$ cat config.mk
export PLATFORM = sky130hd
export DESIGN_NAME = qrs_disc
export DESIGN_NICKNAME = d
export VERILOG_FILES = /design/src/hdl/qrs_pkg.sv /design/src/hdl/qrs_disc.sv
export SDC_FILE = /design/constraint.sdc
export NUM_CORES = 2
export LEC_CHECK = 0
export ABC_AREA = 1
export ABC_CLOCK_PERIOD_IN_PS = 5900
export BUFFER_PORTS_ARGS = -buffer_cell sky130_fd_sc_hd__buf_2
export CORE_AREA = 2 2 227 229
export CTS_BUF_LIST = sky130_fd_sc_hd__clkbuf_4
export DETAILED_ROUTE_END_ITERATION = 12
export DIE_AREA = 0 0 229 231
export PLACE_DENSITY_LB_ADDON = 0.25
export SLEW_MARGIN = 5
export SYNTH_ARGS = -nofsm -noshare
export SYNTH_HDL_FRONTEND = slang
export SYNTH_SLANG_ARGS = --single-unit
$ cat constraint.sdc
create_clock -name clk -period 5.9 [get_ports clk]
set_input_delay 1.18 -clock clk [delete_from_list [all_inputs] [get_ports clk]]
set_output_delay 1.18 -clock clk [all_outputs]
set_load 0.03 [all_outputs]
$ cat src/hdl/qrs_pkg.sv
// Package for the quadratic root solver: widths, status codes and side-band types.
// Used by every module of the block; depends on nothing.
package qrs_pkg;

    localparam int COEF_WIDTH = 16;                 // coefficient bits that are used
    localparam int FRAC_BITS  = 16;                 // fraction bits of the roots
    localparam int IN_W       = 16;                 // width of one coefficient field
    localparam int OUT_W      = 33;                 // width of one root field
    localparam int DMAG_W     = 2 * COEF_WIDTH + 1; // magnitude of a nonnegative discriminant
    localparam int DISC_W     = 2 * COEF_WIDTH + 2; // signed discriminant
    localparam int ROOT_BITS  = (DMAG_W + 2 * FRAC_BITS + 1) / 2;
    localparam int RAD_W      = 2 * ROOT_BITS;
    localparam int NUM_W      = ((ROOT_BITS > COEF_WIDTH + FRAC_BITS) ?
                                 ROOT_BITS : COEF_WIDTH + FRAC_BITS) + 2;
    localparam int DEN_W      = COEF_WIDTH + 1;
    localparam int S_DATA_W   = ((3 * IN_W + 7) / 8) * 8;
    localparam int M_DATA_W   = ((2 * OUT_W + 2 + 7) / 8) * 8;

    typedef enum logic [1:0] {
        STAT_OK       = 2'd0,
        STAT_NEG_DISC = 2'd1,
        STAT_A_ZERO   = 2'd2
    } status_t;

    typedef struct packed {
        status_t                       status;
        logic signed [COEF_WIDTH-1:0]  a;
        logic signed [COEF_WIDTH-1:0]  b;
    } sqrt_side_t;

    typedef struct packed {
        status_t status;
        logic    neg;
    } div_side_t;

endpackage

$ cat src/hdl/qrs_disc.sv
// Discriminant pipeline: register coefficients, multiply, subtract and classify.
// Depends on qrs_pkg.
module qrs_disc (
    input  logic                                  clk,
    input  logic                                  rst_n,
    input  logic                                  ce,
    input  logic                                  in_valid,
    input  logic signed [qrs_pkg::COEF_WIDTH-1:0] a,
    input  logic signed [qrs_pkg::COEF_WIDTH-1:0] b,
    input  logic signed [qrs_pkg::COEF_WIDTH-1:0] c,
    output logic                                  out_valid,
    output logic [qrs_pkg::DMAG_W-1:0]            dmag,
    output qrs_pkg::sqrt_side_t                   side
);

    localparam int CW = qrs_pkg::COEF_WIDTH;

    logic [2:0]                 v_reg;
    logic signed [CW-1:0]       a1_reg, b1_reg, c1_reg;
    logic signed [CW-1:0]       a2_reg, b2_reg;
    logic signed [2*CW-1:0]     bb_reg, ac_reg;
    logic signed [qrs_pkg::DISC_W-1:0] disc_next;
    logic [qrs_pkg::DMAG_W-1:0] dmag_reg;
    qrs_pkg::sqrt_side_t        side_reg, side_next;

    always_comb
    begin
        disc_next = qrs_pkg::DISC_W'(bb_reg) - (qrs_pkg::DISC_W'(ac_reg) <<< 2);
        side_next.a = a2_reg;
        side_next.b = b2_reg;
        if (a2_reg == '0)
            side_next.status = qrs_pkg::STAT_A_ZERO;
        else if (disc_next < 0)
            side_next.status = qrs_pkg::STAT_NEG_DISC;
        else
            side_next.status = qrs_pkg::STAT_OK;
    end

    always_ff @(posedge clk or negedge rst_n)
    begin
        if (!rst_n)
            v_reg <= '0;
        else if (ce)
            v_reg <= {v_reg[1:0], in_valid};
    end

    always_ff @(posedge clk)
    begin
        if (ce)
        begin
            a1_reg   <= a;
            b1_reg   <= b;
            c1_reg   <= c;
            bb_reg   <= b1_reg * b1_reg;
            ac_reg   <= a1_reg * c1_reg;
            a2_reg   <= a1_reg;
            b2_reg   <= b1_reg;
            side_reg <= side_next;
            // a negative discriminant is flagged; its root is never used
            dmag_reg <= disc_next[qrs_pkg::DISC_W-1] ? '0 : disc_next[qrs_pkg::DMAG_W-1:0];
        end
    end

    assign out_valid = v_reg[2];
    assign dmag      = dmag_reg;
    assign side      = side_reg;

endmodule

Word-level counts from Yosys, hierarchy flattened. Cells that the tools add are included.

$mul: 2. Reduce and logical (&&, ||, !) cells: 1. Shift-type cells: 0. Multiplexer cells: 1. $add $sub $neg: 1. $lt $le $gt $ge: 1. Bitwise gates (word level): 0. Div/mod/pow operators: 0. Eq/ne operators: 0.

Operator list (number): $mul 16x16->32 (2); $lt 34x1->1 const B (1); $sub 32x34->34 (1); $logic_not 16->1 (1); $mux 1 (1).

Memories kept: 0. Memory bits (writable): 0. Bits in latches: 0. ROM bits: 0. Bits of input ports: 52. Flip-flop bits (word level): 214.

Depth between registers and ports, before layout.
Depth in word-level cells: 3. Depth in mapped cells: 27. Depth with buffers taken out: 25.

Worst setup path before layout. No wires, ideal clock.

Path type: register -> register. From: register b1_reg[1]. To: register bb_reg[30] (data pin). Required time: 5.648 ns. Period minus slack after synthesis: 5.667 ns. Data arrival time: 5.415 ns. Path slack: 0.233 ns. Stages on the path, launching flop included: 21. Cell sequence: edfxtp_1 clkbuf_1 clkbuf_1 nand2_1 inv_1 fa_1 fa_1 fa_1 fa_1 inv_1 fa_1 inv_1 fa_1 ha_1 inv_1 nor3_1 nand2_1 nor4_1 nand2_1 nand3_1 nand2_1.

Word-level cells in the longest chain between the ends: 1.

RTL lines: start, declared (RTL line qrs_disc.sv:19) `logic signed [CW-1:0] a1_reg, b1_reg, c1_reg;`; start signal, assigned (RTL line qrs_disc.sv:52) `b1_reg <= b;`; $mul 16x16->32 (RTL line qrs_disc.sv:54) `bb_reg <= b1_reg * b1_reg;`; end signal, assigned (RTL line qrs_disc.sv:54); end, declared (RTL line qrs_disc.sv:21) `logic signed [2*CW-1:0] bb_reg, ac_reg;`.

Every way passes these cells. A chain may end at the register's enable or synchronous reset.

Worst setup path in the final report.
From: register a1_reg[15]. To: register ac_reg[26] (data pin).

Word-level cells in the longest chain between the ends: 1.

RTL lines: start, declared (RTL line qrs_disc.sv:19); start signal, assigned (RTL line qrs_disc.sv:51) `a1_reg <= a;`; $mul 16x16->32 (RTL line qrs_disc.sv:55) `ac_reg <= a1_reg * c1_reg;`; end signal, assigned (RTL line qrs_disc.sv:55); end, declared (RTL line qrs_disc.sv:21).

Every way passes these cells.

==> reports/results.txt <==
CTS root buf = clkbuf_4
Start of the worst register-to-register path = a1_reg[15]
Top cell type by total area after synthesis = fa_1
Final Core Density = 0.6481
Worst Tran Pin Value = 1.218 ns
Vias per cell = 4.955
Std cell rows = 83
Met1 usage = 0.3632
Core Region = 50680 um2
Leading cell types by count after synthesis = 1014 x inv_1, 816 x nand2_1, 497 x fa_1, 208 x edfxtp_1, 204 x ha_1
Vias = 21680
Initial DRC Count = 1487
Crit-path max FO = 7
Global placer's final weighted congestion = 0.9339
Cells after Synth = 3427
Register-to-register path setup slack = 0.20 ns
Vias in the first global route = 21690
Synth Net Count = 4180
# hold bufs at CTS = 0
Setup CP Type = reg2reg
DIE WIDTH = 229 um
Number of synthesized flops with an enable pin = 208
Drt drc = 0
Seq/Total Area, Yosys = 0.2143
Final wirelength = 64.75 mm
RSZ-0062 raised after global routing = yes
Unique masters post-synth = 39
Final Cycle Share = 0.9656
Largest net degree at the start of global routing = 115
Worst setup SP type = flip-flop
Final Hold Fails = 0
Sink Count = 211
Cell Area, Synth = 29500 um2
Routed WL per cell = 14.80 um
Synth Register Bits = 211
Max stage delay on crit path = 0.61 ns
Crit path top cell by count = fa_1
CP required = 6.44 ns
Max-Cap Viols = 0
Worst setup EP type = flip-flop
Final Slew Violations = 0
Largest register FFs = 34
Share of layout cells above drive strength 1 = 0.1254
Final Net Count = 4402
Met2 usage = 0.4048
Reg clk slew, reported paths = 0.07 ns
Worst Reg-to-Reg Cells = 18
Clk_skew = 0.04186 ns
Cell with the most instances after synthesis = inv_1
Synth Area per Inst = 8.609 um2
Initial Utilization = 0.5821
Worst Path Arrival = 6.24 ns
I/O Buffers = 118
Gr usage total = 0.2557
Grt ovf = 0
Fillers = 4302
H-Tree Level Count = 2
Outcome = completed
Die Area = 52900 um2
Die Ht = 231 um
Most used DFF post-synth = edfxtp_1
Minimum clock period = 5.697 ns
Gr busiest metal = met2
CTS tree = built
Multi-input gate area = 19160 um2
Ports = 120
Hold crit path type = in2async
Final setup violation count = 0
Crit-path slowest cell = fa_1
Critical-path cell list = buf_4, nand2_1, inv_1, fa_1, fa_2, buf_4, fa_1, fa_1, fa_1, fa_1, ha_1, nand2_1, nor2_1, inv_1, nor3_1, o21ai_0, nand4_1, nand2_1
Bufs on Longest Clock Path = 3
Post-DP HPWL = 54.21 mm
Max Clock Freq = 175.5 MHz
Initial antenna violation count = 1
Rel. slew slack = 0.1807
FF/Latch Area = 6321 um2
Layout area overhead = 11.34%
Router iterations before antenna repair = 6
CTS buffer count = 58
Met3 usage = 0.05064
Post-synth top area share = 0.3372
Clock latency on the worst-skew pair = 0.82 ns
Worst flop-to-flop path endpoint = ac_reg[26]
Fraction of registers with async set/reset = 0.01422
Synth area leaders = fa_1 34%, edfxtp_1 21%, inv_1 13%, nand2_1 10%, ha_1 8.7%
First-pass GRT wire length = 107.5 mm
Final ANT Viol Nets = 0
Yosys warning count = 0
## metrics by stage
stage	hold WS [ns]	TNS, ns	cells	setup slack, ns	area (um2)
2_1_floorplan	0.4003	0	3427	0.2331	29500
3_3_place_gp	0.4011	0	4232	0.09860	31440
3_5_place_dp	0.4054	0	4232	0.09276	31440
4_1_cts	0.08932	0	4336	0.04898	32230
5_1_grt	0.1114	-0.03047	4374	-0.01324	32840
6_report	0.1695	0	4375	0.2030	32850
## worst max-delay path by stage
stage,from,cells past startpoint,end
6_report,a1_reg[15],18,ac_reg[26]
5_1_grt,b1_reg[15],21,bb_reg[23]
4_1_cts,a1_reg[15],21,ac_reg[30]
3_5_place_dp,b1_reg[13],22,bb_reg[20]
3_3_place_gp,b1_reg[13],22,bb_reg[20]
2_1_floorplan,b1_reg[1],20,bb_reg[30]
## per-layer routing
metal  wire [um]  up-vias
li1            -    10470
met1       28500    10500
met2       30210      619
met3        4616       88
met4        1421        0
met5           0        -
## cell families after synthesis
family	after synthesis	synth area share
AOI/OAI and AO/OA	152	0.02880
adders and majority gates	701	0.4238
other	1	0.0001271
and+or+nand+nor	1165	0.1664
xor gates and xnor gates	76	0.02256
DFF	211	0.2143
muxes	1	0.0003817
buffers and inverters	1120	0.1437
## cell usage in the layout (no fill, tap or decap), types with 20 or more instances in the layout
cell      count
a21oi_1      75
buf_2       117
buf_4       118
clkbuf_4     69
clkinv_1     20
edfxtp_1    208
fa_1        493
ha_1        190
inv_1      1013
nand2_1     808
nand3_1      91
nand4_1      23
nor2_1      130
nor2_4       22
o21ai_0      31
xnor2_1      25
xor2_1       51
## worst max-delay path, delay by kind of cell, from the launching register on
kind	cells	cell delay [ns]
fa+ha+maj	7	3.46
simple gates	6	0.87
buf+inv	4	0.52
flops	1	0.39
compound gates	1	0.20
## layout make-up
| type | instances | area share |
|---|---|---|
| clock inverters | 35 | 0.008495 |
| flip-flops and latches | 211 | 0.1924 |
| inverters | 1026 | 0.1174 |
| well taps | 680 | 0.02590 |
| repair buffers | 256 | 0.05664 |
| clock buffers | 69 | 0.01577 |
| multi-input cells | 2096 | 0.5832 |
| diodes | 2 | 0.0001524 |
## what timing repair did
item / CTS / global route
endpoints found under the setup margin: 0 / 28
resized for setup: 0 / 67
buffers inserted: 0 / 37
Power is not shown: default switching activity piles up to over one toggle a cycle in this logic, so the estimate is an artifact.
