**src/hdl/qrs_pkg.sv**
```systemverilog
// Package for the quadratic root solver: widths, status codes and side-band types.
// Used by every module of the block; depends on nothing.
package qrs_pkg;

    localparam int COEF_WIDTH = 16;                 // coefficient bits that are used
    localparam int FRAC_BITS  = 16;                 // fraction bits of the roots
    localparam int IN_W       = 16;                 // width of one coefficient field
    localparam int OUT_W      = 33;                 // width of one root field
    localparam int DMAG_W     = 2 * COEF_WIDTH + 1; // magnitude of a nonnegative discriminant
    localparam int DISC_W     = 2 * COEF_WIDTH + 2; // signed discriminant
    localparam int ROOT_BITS  = (DMAG_W + 2 * FRAC_BITS + 1) / 2;
    localparam int RAD_W      = 2 * ROOT_BITS;
    localparam int NUM_W      = ((ROOT_BITS > COEF_WIDTH + FRAC_BITS) ?
                                 ROOT_BITS : COEF_WIDTH + FRAC_BITS) + 2;
    localparam int DEN_W      = COEF_WIDTH + 1;
    localparam int S_DATA_W   = ((3 * IN_W + 7) / 8) * 8;
    localparam int M_DATA_W   = ((2 * OUT_W + 2 + 7) / 8) * 8;

    typedef enum logic [1:0] {
        STAT_OK       = 2'd0,
        STAT_NEG_DISC = 2'd1,
        STAT_A_ZERO   = 2'd2
    } status_t;

    typedef struct packed {
        status_t                       status;
        logic signed [COEF_WIDTH-1:0]  a;
        logic signed [COEF_WIDTH-1:0]  b;
    } sqrt_side_t;

    typedef struct packed {
        status_t status;
        logic    neg;
    } div_side_t;

endpackage

```
**src/hdl/qrs_div.sv**
```systemverilog
// Pipelined restoring divider on magnitudes, one quotient bit per stage.
// Depends on qrs_pkg.
module qrs_div (
    input  logic                          clk,
    input  logic                          rst_n,
    input  logic                          ce,
    input  logic                          in_valid,
    input  logic [qrs_pkg::NUM_W-1:0]     num,
    input  logic [qrs_pkg::DEN_W-1:0]     den,
    input  qrs_pkg::div_side_t            in_side,
    output logic                          out_valid,
    output logic [qrs_pkg::NUM_W-1:0]     quot,
    output qrs_pkg::div_side_t            out_side
);

    localparam int NW = qrs_pkg::NUM_W;
    localparam int DW = qrs_pkg::DEN_W;

    logic               v_q    [NW+1];
    logic [NW-1:0]      nq_q   [NW+1];
    logic [DW-1:0]      rem_q  [NW+1];
    logic [DW-1:0]      den_q  [NW+1];
    qrs_pkg::div_side_t side_q [NW+1];

    assign v_q[0]    = in_valid;
    assign nq_q[0]   = num;
    assign rem_q[0]  = '0;
    assign den_q[0]  = den;
    assign side_q[0] = in_side;

    for (genvar k = 0; k < NW; k++)
    begin : g_stage
        logic [DW:0]   rem_sh;
        logic          ge;
        logic [DW-1:0] rem_next;
        logic          v_reg;
        logic [NW-1:0] nq_reg;
        logic [DW-1:0] rem_reg;
        logic [DW-1:0] den_reg;
        qrs_pkg::div_side_t side_reg;

        always_comb
        begin
            rem_sh   = {rem_q[k], nq_q[k][NW-1]};
            ge       = rem_sh >= {1'b0, den_q[k]};
            rem_next = ge ? DW'(rem_sh - {1'b0, den_q[k]}) : rem_sh[DW-1:0];
        end

        always_ff @(posedge clk or negedge rst_n)
        begin
            if (!rst_n)
                v_reg <= 1'b0;
            else if (ce)
                v_reg <= v_q[k];
        end

        // shift the dividend out at the top, the quotient bit in at the bottom
        always_ff @(posedge clk)
        begin
            if (ce)
            begin
                nq_reg   <= {nq_q[k][NW-2:0], ge};
                rem_reg  <= rem_next;
                den_reg  <= den_q[k];
                side_reg <= side_q[k];
            end
        end

        assign v_q[k+1]    = v_reg;
        assign nq_q[k+1]   = nq_reg;
        assign rem_q[k+1]  = rem_reg;
        assign den_q[k+1]  = den_reg;
        assign side_q[k+1] = side_reg;
    end

    assign out_valid = v_q[NW];
    assign quot      = nq_q[NW];
    assign out_side  = side_q[NW];

endmodule

```
**config.mk**
```make
export PLATFORM = sky130hd
export DESIGN_NAME = qrs_div
export DESIGN_NICKNAME = d
export VERILOG_FILES = /design/src/hdl/qrs_pkg.sv /design/src/hdl/qrs_div.sv
export SDC_FILE = /design/constraint.sdc
export NUM_CORES = 2
export LEC_CHECK = 0
export BUFFER_PORTS_ARGS = -buffer_cell sky130_fd_sc_hd__buf_2
export CAP_MARGIN = 10
export CORE_ASPECT_RATIO = 1.5
export CORE_UTILIZATION = 55
export DETAILED_ROUTE_END_ITERATION = 10
export PLACE_DENSITY_LB_ADDON = 0.15
export REMOVE_ABC_BUFFERS = 1
export SLEW_MARGIN = 40
export SYNTH_ARGS = -nofsm -noshare
export SYNTH_HDL_FRONTEND = slang
export SYNTH_SLANG_ARGS = --single-unit
```
**constraint.sdc**
```tcl
create_clock -name clk -period 3.3 [get_ports clk]
set_input_delay 0 -clock clk [delete_from_list [all_inputs] [get_ports clk]]
set_output_delay 0 -clock clk [all_outputs]
set_load 0.005 [all_outputs]
```
== Word level (Yosys, flattened, before mapping) ==
Cells that the tools add are included.

* Add/subtract/negate cells: 34
* Order comparisons: 35
* Mux-type cells: 34

{| class="wikitable"
|+ Operators by type and width
! kind !! count
|-
| 18-bit by 17-bit greater-or-equal comparator with 1-bit output || 34
|-
| 17-bit 2-to-1 mux || 33
|-
| 17-bit subtractor || 33
|-
| 1-bit by 17-bit greater-or-equal comparator with 1-bit output || 1
|-
| 1-bit by 17-bit subtractor with 17-bit output || 1
|-
| 1-bit 2-to-1 mux || 1
|}

* Register bits: 2,521
* Bits of input ports: 59
* Output and inout port bits: 39

== Longest topological paths before layout ==
* Depth after elaboration: 2
* Depth in mapped cells: 15
* Gate-level depth less buffers: 13

== Worst setup path before layout ==
No wires, ideal clock.

* Path type: reg2reg
* Start point: register g_stage[18].nq_reg[34]
* End point: register g_stage[19].rem_reg[10], data pin
* Arrival time: 3.144 ns
* Path slack: -0.104 ns
* Stages on the path, launching flop included: 15
* Path buffers: 1
* Path through: edfxtp_1 > inv_1 > ha_1 > inv_1 > fa_1 > a21o_1 > a21o_1 > a21oi_2 > o21ai_2 > a21oi_2 > a21oi_1 > o21a_1 > a2111oi_4 > buf_6 > mux2_4

* Cells in the longest elaborated chain, start to end: 2

{| class="wikitable"
|+ Ends and longest elaborated chain
! element !! RTL line !! text
|-
| start, declared || qrs_div.sv:37 || <nowiki>logic [NW-1:0] nq_reg;</nowiki>
|-
| start signal, assigned || qrs_div.sv:62 || <nowiki>nq_reg <= {nq_q[k][NW-2:0], ge};</nowiki>
|-
| 17-bit subtractor or 18-bit by 17-bit greater-or-equal comparator with 1-bit output (tied branches) || qrs_div.sv:46, qrs_div.sv:45 ||
|-
| 17-bit 2-to-1 mux * || qrs_div.sv:46 || <nowiki>rem_next = ge ? DW'(rem_sh - {1'b0, den_q[k]}) : rem_sh[DW-1:0];</nowiki>
|-
| named net g_stage[19].rem_next[10] || qrs_div.sv:35 || <nowiki>logic [DW-1:0] rem_next;</nowiki>
|-
| end signal, assigned || qrs_div.sv:63 || <nowiki>rem_reg <= rem_next;</nowiki>
|-
| end, declared || qrs_div.sv:38 || <nowiki>logic [DW-1:0] rem_reg;</nowiki>
|}

The timed path passes the listed nets; every way through them passes the cells marked *.
A chain may end at the register's enable or synchronous reset.

== Worst setup path in the final report ==
* Start point: register g_stage[30].nq_reg[34]
* End point: register g_stage[31].rem_reg[5], data pin

* Cells in the longest elaborated chain, start to end: 2

{| class="wikitable"
|+ Ends and longest elaborated chain
! element !! RTL line
|-
| start, declared || qrs_div.sv:37
|-
| start signal, assigned || qrs_div.sv:62
|-
| 17-bit subtractor or 18-bit by 17-bit greater-or-equal comparator with 1-bit output (tied branches) || qrs_div.sv:46, qrs_div.sv:45
|-
| 17-bit 2-to-1 mux * || qrs_div.sv:46
|-
| named net g_stage[31].rem_next[5] || qrs_div.sv:35
|-
| end signal, assigned || qrs_div.sv:63
|-
| end, declared || qrs_div.sv:38
|}

Marked as above.

==> results by group <==
Setup path
  – Critical Path End Type: flop
  – WP data required: 3.90 ns
  – Crit path kind: flop to flop
  – CP arrival: 3.99 ns
  – CP Launch Type: flop
  – CP Max Fanout: 7

Global routing
  – Largest net degree at the start of global routing: 180
  – First-pass GRT wire length: 318,000 um
  – Initial antenna violation count: 4
  – Total track usage: 20.3%
  – GR Overflow Total: 0
  – Number of global-route vias before repair: 61,171

Timing
  – Clk_skew: 0.0620 ns
  – Final hold viol count: 0
  – Final worst path period need: 3.39 ns
  – RSZ-0062 raised after global routing: true
  – Min Hold Slack: 0.179 ns
  – Worst rel slew slack: 48.5%
  – Slew Limit Fails: 0
  – Crit share post-route: 103%
  – Fmax: 295 MHz
  – Least-Margin Pin Slew: 0.773 ns
  – Final TNS setup: -1.15 ns
  – Setup violators final: 28
  – Worst setup margin: -0.0882 ns

Synthesis
  – Instance count of the mapped netlist: 7,390
  – Sequential cell area fraction in the yosys report: 69.4%
  – Post-synthesis adder-cell area fraction: 7.27%
  – Simple-Gate Fraction of Synth Area: 4.87%
  – Compound-Gate Fraction of Synth Area: 8.78%
  – Mux share of post-synthesis cell area: 3.11%
  – Synthesized area: 109,000 um2
  – Warnings, synthesis: 0
  – #FFs+latches synth: 2,521
  – Primary FF master, synth: edfxtp_1
  – FFs w/ async S/R, synth: 1.39%
  – Mean Syn Cell Area: 14.7 um2
  – XOR/XNOR share of the synthesized area: 3.61%
  – Main combinational cell family by area after synthesis: compound AO/OA/AOI/OAI gates
  – EDFF count, synth: 2,486
  – Cell variety after synth: 85

Cells and area
  – Design Area, Final: 127,000 um2
  – Layout Nets: 8,873
  – Most frequent cells in the layout: edfxtp_1, inv_1, ha_1
  – Area Overhead vs Synth: 16.4%
  – Max reg flops: 1,190
  – FF+latch area: 75,500 um2
  – Commonest non-fill, non-tap cell in the layout: edfxtp_1
  – Area of the multi-input gates: 31,300 um2
  – Filler instances: 14,245
  – Final std cells w/o fill: 11,000
  – Layout cell share with drive strength beyond 1: 17.0%
  – Post-Route Utilization: 64.6%

Clock network
  – CTS sink count: 2,521
  – CTS Buf Count: 233
  – Worst skew pair latency: 0.87 ns
  – Root Buffer: clkbuf_16
  – TritonCTS clock tree: yes
  – H-tree depth: 4
  – Clk slew on worst S/H paths: 0.06 ns
  – Clock Path Buffers: 4

Detailed routing
  – WL/cell: 18.5 um
  – Vias: 59,626
  – Final ANT Viol Nets: 0
  – Drt drc: 0
  – First-pass DRT Iterations: 6
  – Final WL: 203,000 um
  – Initial drt markers: 3,205
  – Vias per cell: 5.42

Power
  – VDD IR max: 606 uV
  – Combinational share of power: 36.7%
  – Net Sw Power: 36.2 mW
  – Seq pwr share: 40.3%
  – Power, Total: 116 mW
  – P_int: 79.7 mW
  – Switching share of total power: 31.2%
  – Clock Power Share: 23.0%
  – Pwr Density: 914 nW/um2
  – Static leakage: 49.5 nW

Floorplanning
  – Initial Utilization: 55.5%
  – IO Count: 98
  – Chip Width: 365 um
  – Core box area: 196,000 um2
  – Num rows: 199
  – Die area: 200,000 um2
  – Die Y-Extent: 547 um

Outcome
  – Status: complete, but fails checks
  – Failing checks: setup timing

Placement
  – Number of port buffers: 97
  – DP Wirelength: 140,000 um
  – Placed cell count: 10,310
  – DP Area: 115,000 um2
  – Place WS: -0.493 ns
  – GPL Wtd Cong: 0.889

Run
  – Max-Cap Viols: 0

Hold path
  – Min-Delay Path Class: primary input to async pin
## cell usage after synthesis, types with 13 or more instances
master    number  area, um2
a211o_1       18        158
a211oi_1      38        285
a21boi_0      21        158
a21o_1       234       1760
a21oi_1      403       2020
a31oi_1       42        263
and2_1        14       87.6
and3_1        34        213
buf_2         24        120
clkbuf_1      57        214
dfrtp_1       35        876
edfxtp_1    2486      74700
fa_1          33        661
ha_1         580       7260
inv_1        761       2860
mux2_2       268       3020
mux2i_1       24        240
nand2_1      393       1480
nand2b_1      48        300
nand3_1       51        255
nand4_1       75        469
nor2_1       293       1100
nor2b_1       60        375
nor3_1        89        445
o211ai_1      24        180
o21a_1        74        556
o21ai_0      411       2060
o21bai_1      76        571
o31ai_1       33        248
or2_2         13       81.3
or3_1         36        225
xnor2_1      264       2310
xor2_1       185       1620
## path summary, 6_finish.rpt
check / end / startpoint / slack [ns] / cells after the start
max: g_stage[31].rem_reg[5] / g_stage[30].nq_reg[34] / -0.09 / 13
min: g_stage[29].v_reg / rst_n / 0.18 / 4
max reg2reg: g_stage[31].rem_reg[5] / g_stage[30].nq_reg[34] / -0.09 / 13
min reg2reg: g_stage[12].nq_reg[33] / g_stage[11].nq_reg[32] / 0.37 / 0
max in group asynchronous: g_stage[5].v_reg / rst_n / 2.91 / 4
min in group clk: g_stage[0].rem_reg[1] / den[1] / 0.20 / 5
## final cells by class
type | instances | share of cell area (%)
diodes | 9 | 0.0178
clock buffers | 279 | 4.82
clock inverters | 133 | 1.11
inverters | 762 | 2.26
multi-input cells | 4016 | 24.7
flip-flops and latches | 2521 | 59.6
well taps | 2613 | 2.58
repair buffers | 667 | 4.90
## power by group through the flow
stage / registers (mW) / logic, mW / clock network (mW)
after floorplan: 45.5 / 27.0 / 0
after global placement: 47.3 / 36.5 / 0
after detailed placement: 47.3 / 37.4 / 0
after CTS: 46.7 / 39.9 / 27.4
after global routing: 47.2 / 46.8 / 28.5
final: 46.7 / 42.5 / 26.6
## worst max-delay path: stages (launching register included)
cell,delay [ns]
edfxtp_1,0.39
inv_1,0.08
ha_2,0.18
inv_2,0.04
fa_2,0.33
a21o_1,0.18
a21oi_2,0.19
o221ai_2,0.12
a221o_1,0.35
a21oi_2,0.19
a211oi_2,0.08
or4_4,0.58
buf_8,0.17
mux2_2,0.27
## cell families (layout without fill, tap and decap cells)
kind of cell               Yosys count  after routing
and+or+nand+nor                   1142           1142
xor gates and xnor gates           449            449
adders and majority gates          613            613
buffers and inverters              853           1841
muxes                              301            301
AOI/OAI and AO/OA                 1511           1511
other                                0              9
DFF                               2521           2521
## layer usage
metal	routed length [um]	up-vias	global-route usage [%]
met5	0	-	0
met4	11900	0	11.2
met3	6230	531	2.62
met2	112000	1003	38.5
met1	73400	29059	21.3
li1	-	29033	-
## timing repair
action | 4_1_cts | 5_1_grt
setup buffers | 72 | 68
resized for setup | 157 | 260
hold endpoints to repair | 773 | 0
setup endpoints to repair | 301 | 436
pin swaps | 75 | 159
cloned | 10 | 13
hold buffers | 116 | 0
Power figures use the tool's default switching activity.
