File: src/hdl/qrs_pkg.sv
// Package for the quadratic root solver: widths, status codes and side-band types.
// Used by every module of the block; depends on nothing.
package qrs_pkg;

    localparam int COEF_WIDTH = 16;                 // coefficient bits that are used
    localparam int FRAC_BITS  = 16;                 // fraction bits of the roots
    localparam int IN_W       = 16;                 // width of one coefficient field
    localparam int OUT_W      = 33;                 // width of one root field
    localparam int DMAG_W     = 2 * COEF_WIDTH + 1; // magnitude of a nonnegative discriminant
    localparam int DISC_W     = 2 * COEF_WIDTH + 2; // signed discriminant
    localparam int ROOT_BITS  = (DMAG_W + 2 * FRAC_BITS + 1) / 2;
    localparam int RAD_W      = 2 * ROOT_BITS;
    localparam int NUM_W      = ((ROOT_BITS > COEF_WIDTH + FRAC_BITS) ?
                                 ROOT_BITS : COEF_WIDTH + FRAC_BITS) + 2;
    localparam int DEN_W      = COEF_WIDTH + 1;
    localparam int S_DATA_W   = ((3 * IN_W + 7) / 8) * 8;
    localparam int M_DATA_W   = ((2 * OUT_W + 2 + 7) / 8) * 8;

    typedef enum logic [1:0] {
        STAT_OK       = 2'd0,
        STAT_NEG_DISC = 2'd1,
        STAT_A_ZERO   = 2'd2
    } status_t;

    typedef struct packed {
        status_t                       status;
        logic signed [COEF_WIDTH-1:0]  a;
        logic signed [COEF_WIDTH-1:0]  b;
    } sqrt_side_t;

    typedef struct packed {
        status_t status;
        logic    neg;
    } div_side_t;

endpackage

File: src/hdl/qrs_sqrt.sv
// Pipelined square root, one root bit per stage, of the discriminant scaled by 4^FRAC_BITS.
// Depends on qrs_pkg.
module qrs_sqrt (
    input  logic                              clk,
    input  logic                              rst_n,
    input  logic                              ce,
    input  logic                              in_valid,
    input  logic [qrs_pkg::DMAG_W-1:0]        dmag,
    input  qrs_pkg::sqrt_side_t               in_side,
    output logic                              out_valid,
    output logic [qrs_pkg::ROOT_BITS-1:0]     root,
    output qrs_pkg::sqrt_side_t               out_side
);

    localparam int RB = qrs_pkg::ROOT_BITS;
    localparam int RW = qrs_pkg::RAD_W;

    logic                v_q    [RB+1];
    logic [RB+1:0]       rem_q  [RB+1];
    logic [RB-1:0]       root_q [RB+1];
    logic [RW-1:0]       rad_q  [RB+1];
    qrs_pkg::sqrt_side_t side_q [RB+1];

    assign v_q[0]    = in_valid;
    assign rem_q[0]  = '0;
    assign root_q[0] = '0;
    assign rad_q[0]  = RW'(dmag) << (2 * qrs_pkg::FRAC_BITS);
    assign side_q[0] = in_side;

    for (genvar k = 0; k < RB; k++)
    begin : g_stage
        logic [RB+3:0] rem_sh;
        logic [RB+3:0] trial;
        logic          ge;
        logic [RB+1:0] rem_next;
        logic [RB-1:0] root_next;
        logic          v_reg;
        logic [RB+1:0] rem_reg;
        logic [RB-1:0] root_reg;
        logic [RW-1:0] rad_reg;
        qrs_pkg::sqrt_side_t side_reg;

        always_comb
        begin
            rem_sh    = {rem_q[k], rad_q[k][RW-1 -: 2]};
            trial     = (RB+4)'({root_q[k], 2'b01});
            ge        = rem_sh >= trial;
            rem_next  = ge ? (RB+2)'(rem_sh - trial) : rem_sh[RB+1:0];
            root_next = {root_q[k][RB-2:0], ge};
        end

        always_ff @(posedge clk or negedge rst_n)
        begin
            if (!rst_n)
                v_reg <= 1'b0;
            else if (ce)
                v_reg <= v_q[k];
        end

        always_ff @(posedge clk)
        begin
            if (ce)
            begin
                rem_reg  <= rem_next;
                root_reg <= root_next;
                rad_reg  <= rad_q[k] << 2;
                side_reg <= side_q[k];
            end
        end

        assign v_q[k+1]    = v_reg;
        assign rem_q[k+1]  = rem_reg;
        assign root_q[k+1] = root_reg;
        assign rad_q[k+1]  = rad_reg;
        assign side_q[k+1] = side_reg;
    end

    assign out_valid = v_q[RB];
    assign root      = root_q[RB];
    assign out_side  = side_q[RB];

endmodule

File: config.mk
export PLATFORM = sky130hd
export DESIGN_NAME = qrs_sqrt
export DESIGN_NICKNAME = d
export VERILOG_FILES = /design/src/hdl/qrs_pkg.sv /design/src/hdl/qrs_sqrt.sv
export SDC_FILE = /design/constraint.sdc
export NUM_CORES = 2
export LEC_CHECK = 0
export BUFFER_PORTS_ARGS = -buffer_cell sky130_fd_sc_hd__buf_2
export CAP_MARGIN = 5
export CORE_AREA = 4 4 592 594
export CTS_CLUSTER_SIZE = 30
export DETAILED_ROUTE_END_ITERATION = 10
export DIE_AREA = 0 0 596 598
export GPL_TIMING_DRIVEN = 0
export PLACE_DENSITY = 0.54
export SYNTH_ARGS = -nofsm -noshare
export SYNTH_HDL_FRONTEND = slang
export SYNTH_SLANG_ARGS = --single-unit
File: constraint.sdc
create_clock -name clk -period 8.6 [get_ports clk]
set_clock_uncertainty 0.1 [all_clocks]
set_input_delay 0.86 -clock clk [delete_from_list [all_inputs] [get_ports clk]]
set_output_delay 0.86 -clock clk [all_outputs]
set_load 0.01 [all_outputs]
* Word-level counts from Yosys, hierarchy flattened
Cells that the tools add are included.
** Word-level totals
- Output and inout bits :: 68
- Flip-flop bits (word level) :: 3075
- Input port bits :: 71
- Logic and storage cells :: 326
** Cells by class
- Add/subtract/negate cells :: 32
- Muxes and demuxes :: 32
- $lt $le $gt $ge :: 33
** Operator list (count)
- two-way mux 35 bit :: 31
- >= comparator 37 x 10 -> 1 bit :: 1
- >= comparator 37 x 11 -> 1 bit :: 1
- >= comparator 37 x 12 -> 1 bit :: 1
- >= comparator 37 x 13 -> 1 bit :: 1
- >= comparator 37 x 14 -> 1 bit :: 1
- >= comparator 37 x 15 -> 1 bit :: 1
- >= comparator 37 x 16 -> 1 bit :: 1
- >= comparator 37 x 17 -> 1 bit :: 1
- >= comparator 37 x 18 -> 1 bit :: 1
- >= comparator 37 x 19 -> 1 bit :: 1
- >= comparator 37 x 20 -> 1 bit :: 1
- >= comparator 37 x 21 -> 1 bit :: 1
- >= comparator 37 x 22 -> 1 bit :: 1
- >= comparator 37 x 23 -> 1 bit :: 1
- >= comparator 37 x 24 -> 1 bit :: 1
- >= comparator 37 x 25 -> 1 bit :: 1
- >= comparator 37 x 26 -> 1 bit :: 1
- >= comparator 37 x 27 -> 1 bit :: 1
- >= comparator 37 x 28 -> 1 bit :: 1
- >= comparator 37 x 29 -> 1 bit :: 1
- >= comparator 37 x 3 -> 1 bit :: 1
- >= comparator 37 x 30 -> 1 bit :: 1
- >= comparator 37 x 31 -> 1 bit :: 1
- other kinds (43) :: 43

* Logic depth before layout (Yosys ltp)
- Depth in word-level cells :: 2
- Mapped depth :: 14

* Worst setup path before layout
Ideal clock, no wire load.
- Kind :: reg2reg
- Start :: reg g_stage[9].rem_reg[12]
- End :: reg g_stage[10].rem_reg[16] (data pin)
- Stages on the path, launching flop included :: 13
- Required time :: 8229 ps
- Arrival :: 3440 ps
- Period minus slack after synthesis :: 3811 ps
- Slack :: 4789 ps
- Buffers on the path :: 3
- Setup time :: 271 ps
- Path through :: edfxtp_1 -> or4_1 -> or3_4 -> or3_1 -> buf_2 -> or2_1 -> buf_6 -> o211a_1 -> nor3b_4 -> or4_1 -> buf_2 -> nor4_1 -> xor2_1
** Between the ends
- Cells in the longest elaborated chain, start to end :: 2
- Elaborated cells on any way between the ends :: 3
- Those cells by class :: add/sub (1); order compare (1); mux (1)
** RTL lines
- start: declaration :: RTL line qrs_sqrt.sv:38 : logic [RB+1:0] rem_reg;
- start signal: assignment :: RTL line qrs_sqrt.sv:64 : rem_reg <= rem_next;
- subtractor 35 x 12 -> 35 bit / >= comparator 37 x 12 -> 1 bit (equally long branches) :: RTL line qrs_sqrt.sv:48, qrs_sqrt.sv:47
- two-way mux 35 bit (*) :: RTL line qrs_sqrt.sv:48 : rem_next = ge ? (RB+2)'(rem_sh - trial) : rem_sh[RB+1:0];
- via g_stage[10].rem_next[16] :: RTL line qrs_sqrt.sv:35 : logic [RB+1:0] rem_next;
- end signal: assignment :: RTL line qrs_sqrt.sv:64
- end: declaration :: RTL line qrs_sqrt.sv:38
Mark *: on every way through the listed nets, which the timed path passes. The rest lies on a longest branch.
A chain may end at the register's enable or synchronous reset.

* Final worst setup path
- Start :: reg g_stage[27].root_reg[1]
- End :: reg g_stage[28].rem_reg[28] (data pin)
** Between the ends
- Cells in the longest elaborated chain, start to end :: 2
- Elaborated cells on any way between the ends :: 3
- Those cells by class :: add/sub (1); order compare (1); mux (1)
** RTL lines
- start: declaration :: RTL line qrs_sqrt.sv:39 : logic [RB-1:0] root_reg;
- start signal: assignment :: RTL line qrs_sqrt.sv:65 : root_reg <= root_next;
- subtractor 35 x 30 -> 35 bit / >= comparator 37 x 30 -> 1 bit (equally long branches) :: RTL line qrs_sqrt.sv:48, qrs_sqrt.sv:47
- two-way mux 35 bit (*) :: RTL line qrs_sqrt.sv:48
- via g_stage[28].rem_next[28] :: RTL line qrs_sqrt.sv:35
- end signal: assignment :: RTL line qrs_sqrt.sv:64
- end: declaration :: RTL line qrs_sqrt.sv:38
Marked as above.

==> flow_metrics.env <==
export IMPL_status="completed"
export IMPL_cts_clk_slew_worst_paths_ps=60
export IMPL_seq_area_frac_synth_pct=67.9
export IMPL_drt_pass1_iter_count=5
export IMPL_synth_edf_count=3002
export IMPL_cap_violations=0
export IMPL_vias=77200
export IMPL_dp_slack_ps=2540
export IMPL_synth_fa_ha_area_share_pct=5.48
export IMPL_grt_pass1_wl_mm=427
export IMPL_cts_tree="yes"
export IMPL_grt_pass1_vias=78300
export IMPL_syn_nets=10400
export IMPL_timing_final_ws_setup_ps=3220
export IMPL_async_reset_ff_share_pct=1.09
export IMPL_die_y_um=598
export IMPL_final_area_mm2=0.153
export IMPL_drive_gt1_share_pct=7.48
export IMPL_worstPathCellList="inv_1 > ha_1 > a211oi_1 > o21ai_0 > a311oi_1 > nor4_1 > o21ai_0 > o211a_1 > nor2b_1 > clkbuf_1 > clkbuf_1 > o21ai_0"
export IMPL_leakage_nw=56.5
export IMPL_dpl_cell_area_mm2=0.141
export IMPL_ir_worst_vdd_mv=0.182
export IMPL_worst_pin_slew_ps=1260
export IMPL_fmax_mhz=186
export IMPL_nets=11000
export IMPL_grt_start_max_net_pins=186
export IMPL_slowest_stage="clkbuf_1"
export IMPL_cts_sinks=3035
export IMPL_io_pins=139
export IMPL_cts_root_buf="clkbuf_16"
export IMPL_drv_slew=0
export IMPL_cp_common_cell="o21ai_0"
export IMPL_final_cell_mix="edfxtp_1, inv_1, nand2_1, o21ai_0, ha_1"
export IMPL_crit_arrival_ps=5880
export IMPL_max_slew_margin_pct=15.1
export IMPL_antenna_found_initial=1
export IMPL_crit_path_end_kind="register"
export IMPL_die_w_um=596
export IMPL_ys_flop_type="edfxtp_1"
export IMPL_gp_congestion=0.919
export IMPL_synth_cell_type_count=83
export IMPL_die_area_mm2=0.356
export IMPL_rsz0062_at_grt="false"
export IMPL_synth_xor_xnor_area_share_pct=5.59
export IMPL_worst_path_max_fanout=10
export IMPL_dpl_hpwl_mm=191
export IMPL_ys_ff_latch=3035
export IMPL_yosys_area_share_simple_pct=8.75
export IMPL_vias_per_cell=5.08
export IMPL_critPathMaxStageDelay_ps=650
export IMPL_synth_area_mux_share_pct=0.837
export IMPL_final_cells=15200
export IMPL_drcViolationCount=0
export IMPL_clk_latency_ps=920
export IMPL_criticalPathCategory="register to register"
export IMPL_setup_viol=0
export IMPL_layout_min_cycle_time_ps=5380
export IMPL_synth_compound_area_share_pct=8.88
export IMPL_total_power_mw=40.8
export IMPL_io_buffer_count=138
export IMPL_met3_length_mm=12.6
export IMPL_netlist_instances=9779
export IMPL_cp_start_kind="register"
export IMPL_cp_data_required_time_ps=9100
export IMPL_core_mm2=0.345
export IMPL_start_util_pct=38.8
export IMPL_htreeDepth=5
export IMPL_syn_to_final_growth_pct=13.9
export IMPL_final_common_cell="edfxtp_1"
export IMPL_syn_cell_area_mm2=0.134
export IMPL_placed_cells=14500
export IMPL_routedWlPerCell_um=17.8
export IMPL_avgSynthCellArea_um2=13.7
export IMPL_wirelength_mm=270
export IMPL_finalHoldViolations=0
export IMPL_synth_top_family_by_area="compound AO/OA/AOI/OAI gates"
export IMPL_numCtsBuffers=340
export IMPL_tns_ps=0
export IMPL_wl_met2_mm=133
export IMPL_largest_reg_flops=1088
export IMPL_ant_nets=0
export IMPL_clockBufferDepth=4
export IMPL_cts_resized=0
export IMPL_highest_layer="met4"
export IMPL_grt_remaining_overflow=0
export IMPL_holdCritPathClass="register to register"
export IMPL_drtIter0Drc=5288
export IMPL_fin_crit_sh_pct=62.6
export IMPL_rows=216
export IMPL_synth_warnings=0
export IMPL_power_density_mw_per_mm2=268
export IMPL_met1Wirelength_mm=114
export IMPL_grt_usage_pct=14.8
-- layer usage --
metal | GRT usage [%] | vias to the layer above
met1 | 18.1 | 37400
met2 | 25.7 | 1679
met5 | 0 | -
li1 | - | 37600
met4 | 6.01 | 0
met3 | 2.71 | 567
-- report_power, final --
part | internal (mW) | switching, mW | total [mW]
Combinational | 2.94 | 4.25 | 7.19
Sequential | 18.5 | 1.03 | 19.5
Clock | 8.36 | 5.79 | 14.1
-- worst max-delay path, delay by kind of cell (launching register included) --
family                     cells  cell delay [ps]
buffers and inverters          3             1350
adders and majority gates      1              230
DFF                            1              450
and+or+nand+nor                2              670
AOI/OAI and AO/OA              6             2260
-- Yosys cell counts, drive strengths merged (33+ instances only) --
cell type	count	area share, %
nor3	242	0.90
nor4	133	0.63
dfrtp	33	0.62
ha	563	5.3
edfxtp	3002	67
nand4	81	0.38
nand2	678	1.9
nand3	151	0.56
and3	49	0.23
nand2b	129	0.60
or2	38	0.18
xnor2	420	2.7
nor2b	78	0.36
mux2	89	0.75
o21a	102	0.57
inv	737	2.1
clkbuf	172	0.48
nor2	494	1.4
a211oi	56	0.31
and2	34	0.16
or4	61	0.34
o21bai	54	0.30
o31ai	59	0.33
xor2	436	2.8
or3	111	0.52
o21ai	582	2.2
a21o	232	1.3
a21oi	503	1.9
a31oi	59	0.28
o211ai	39	0.22
-- through the flow --
stage               util, %  hold slack [ps]
floorplan                 -              300
global placement       40.7              300
detailed placement     40.9              305
CTS                    44.2              261
global route           44.2              268
finish                 44.2              260
-- area by class of cell --
type | count | area (µm²)
Timing Repair Buffer | 231 | 1930
Buffer | 180 | 686
Antenna cell | 2 | 5.00
Inverter | 738 | 2770
Sequential cell | 3035 | 91000
Multi-Input combinational cell | 5826 | 39600
Clock buffer | 421 | 8940
Clock inverter | 194 | 1990
Fill cell | 30600 | 192000
Tap cell | 4578 | 5730
-- logic make-up (layout without fill, tap and decap cells) --
family | count (synthesis) | in the layout
DFF | 3035 | 3035
buffers and inverters | 918 | 1764
and+or+nand+nor | 2373 | 2373
other | 1 | 3
xor gates and xnor gates | 856 | 856
adders and majority gates | 578 | 578
muxes | 101 | 101
AOI/OAI and AO/OA | 1917 | 1917
-- what timing repair did --
action,in CTS,in global routing
hold buffers,69,0
setup buffers,0,0
endpoints found under the hold margin,101,0
setup endpoints to repair,0,0
-- final timing paths --
check,from,endpoint,slack (ps),cells past startpoint
max in group asynchronous,rst_n,g_stage[17].v_reg,7490,2
min in group asynchronous,rst_n,g_stage[25].v_reg,440,2
max reg2reg,g_stage[27].root_reg[1],g_stage[28].rem_reg[28],3220,12
max,g_stage[27].root_reg[1],g_stage[28].rem_reg[28],3220,12
min,g_stage[7].rad_reg[53],g_stage[8].rad_reg[55],260,0
min reg2reg,g_stage[7].rad_reg[53],g_stage[8].rad_reg[55],260,0
(Power assumes the default switching activity.)
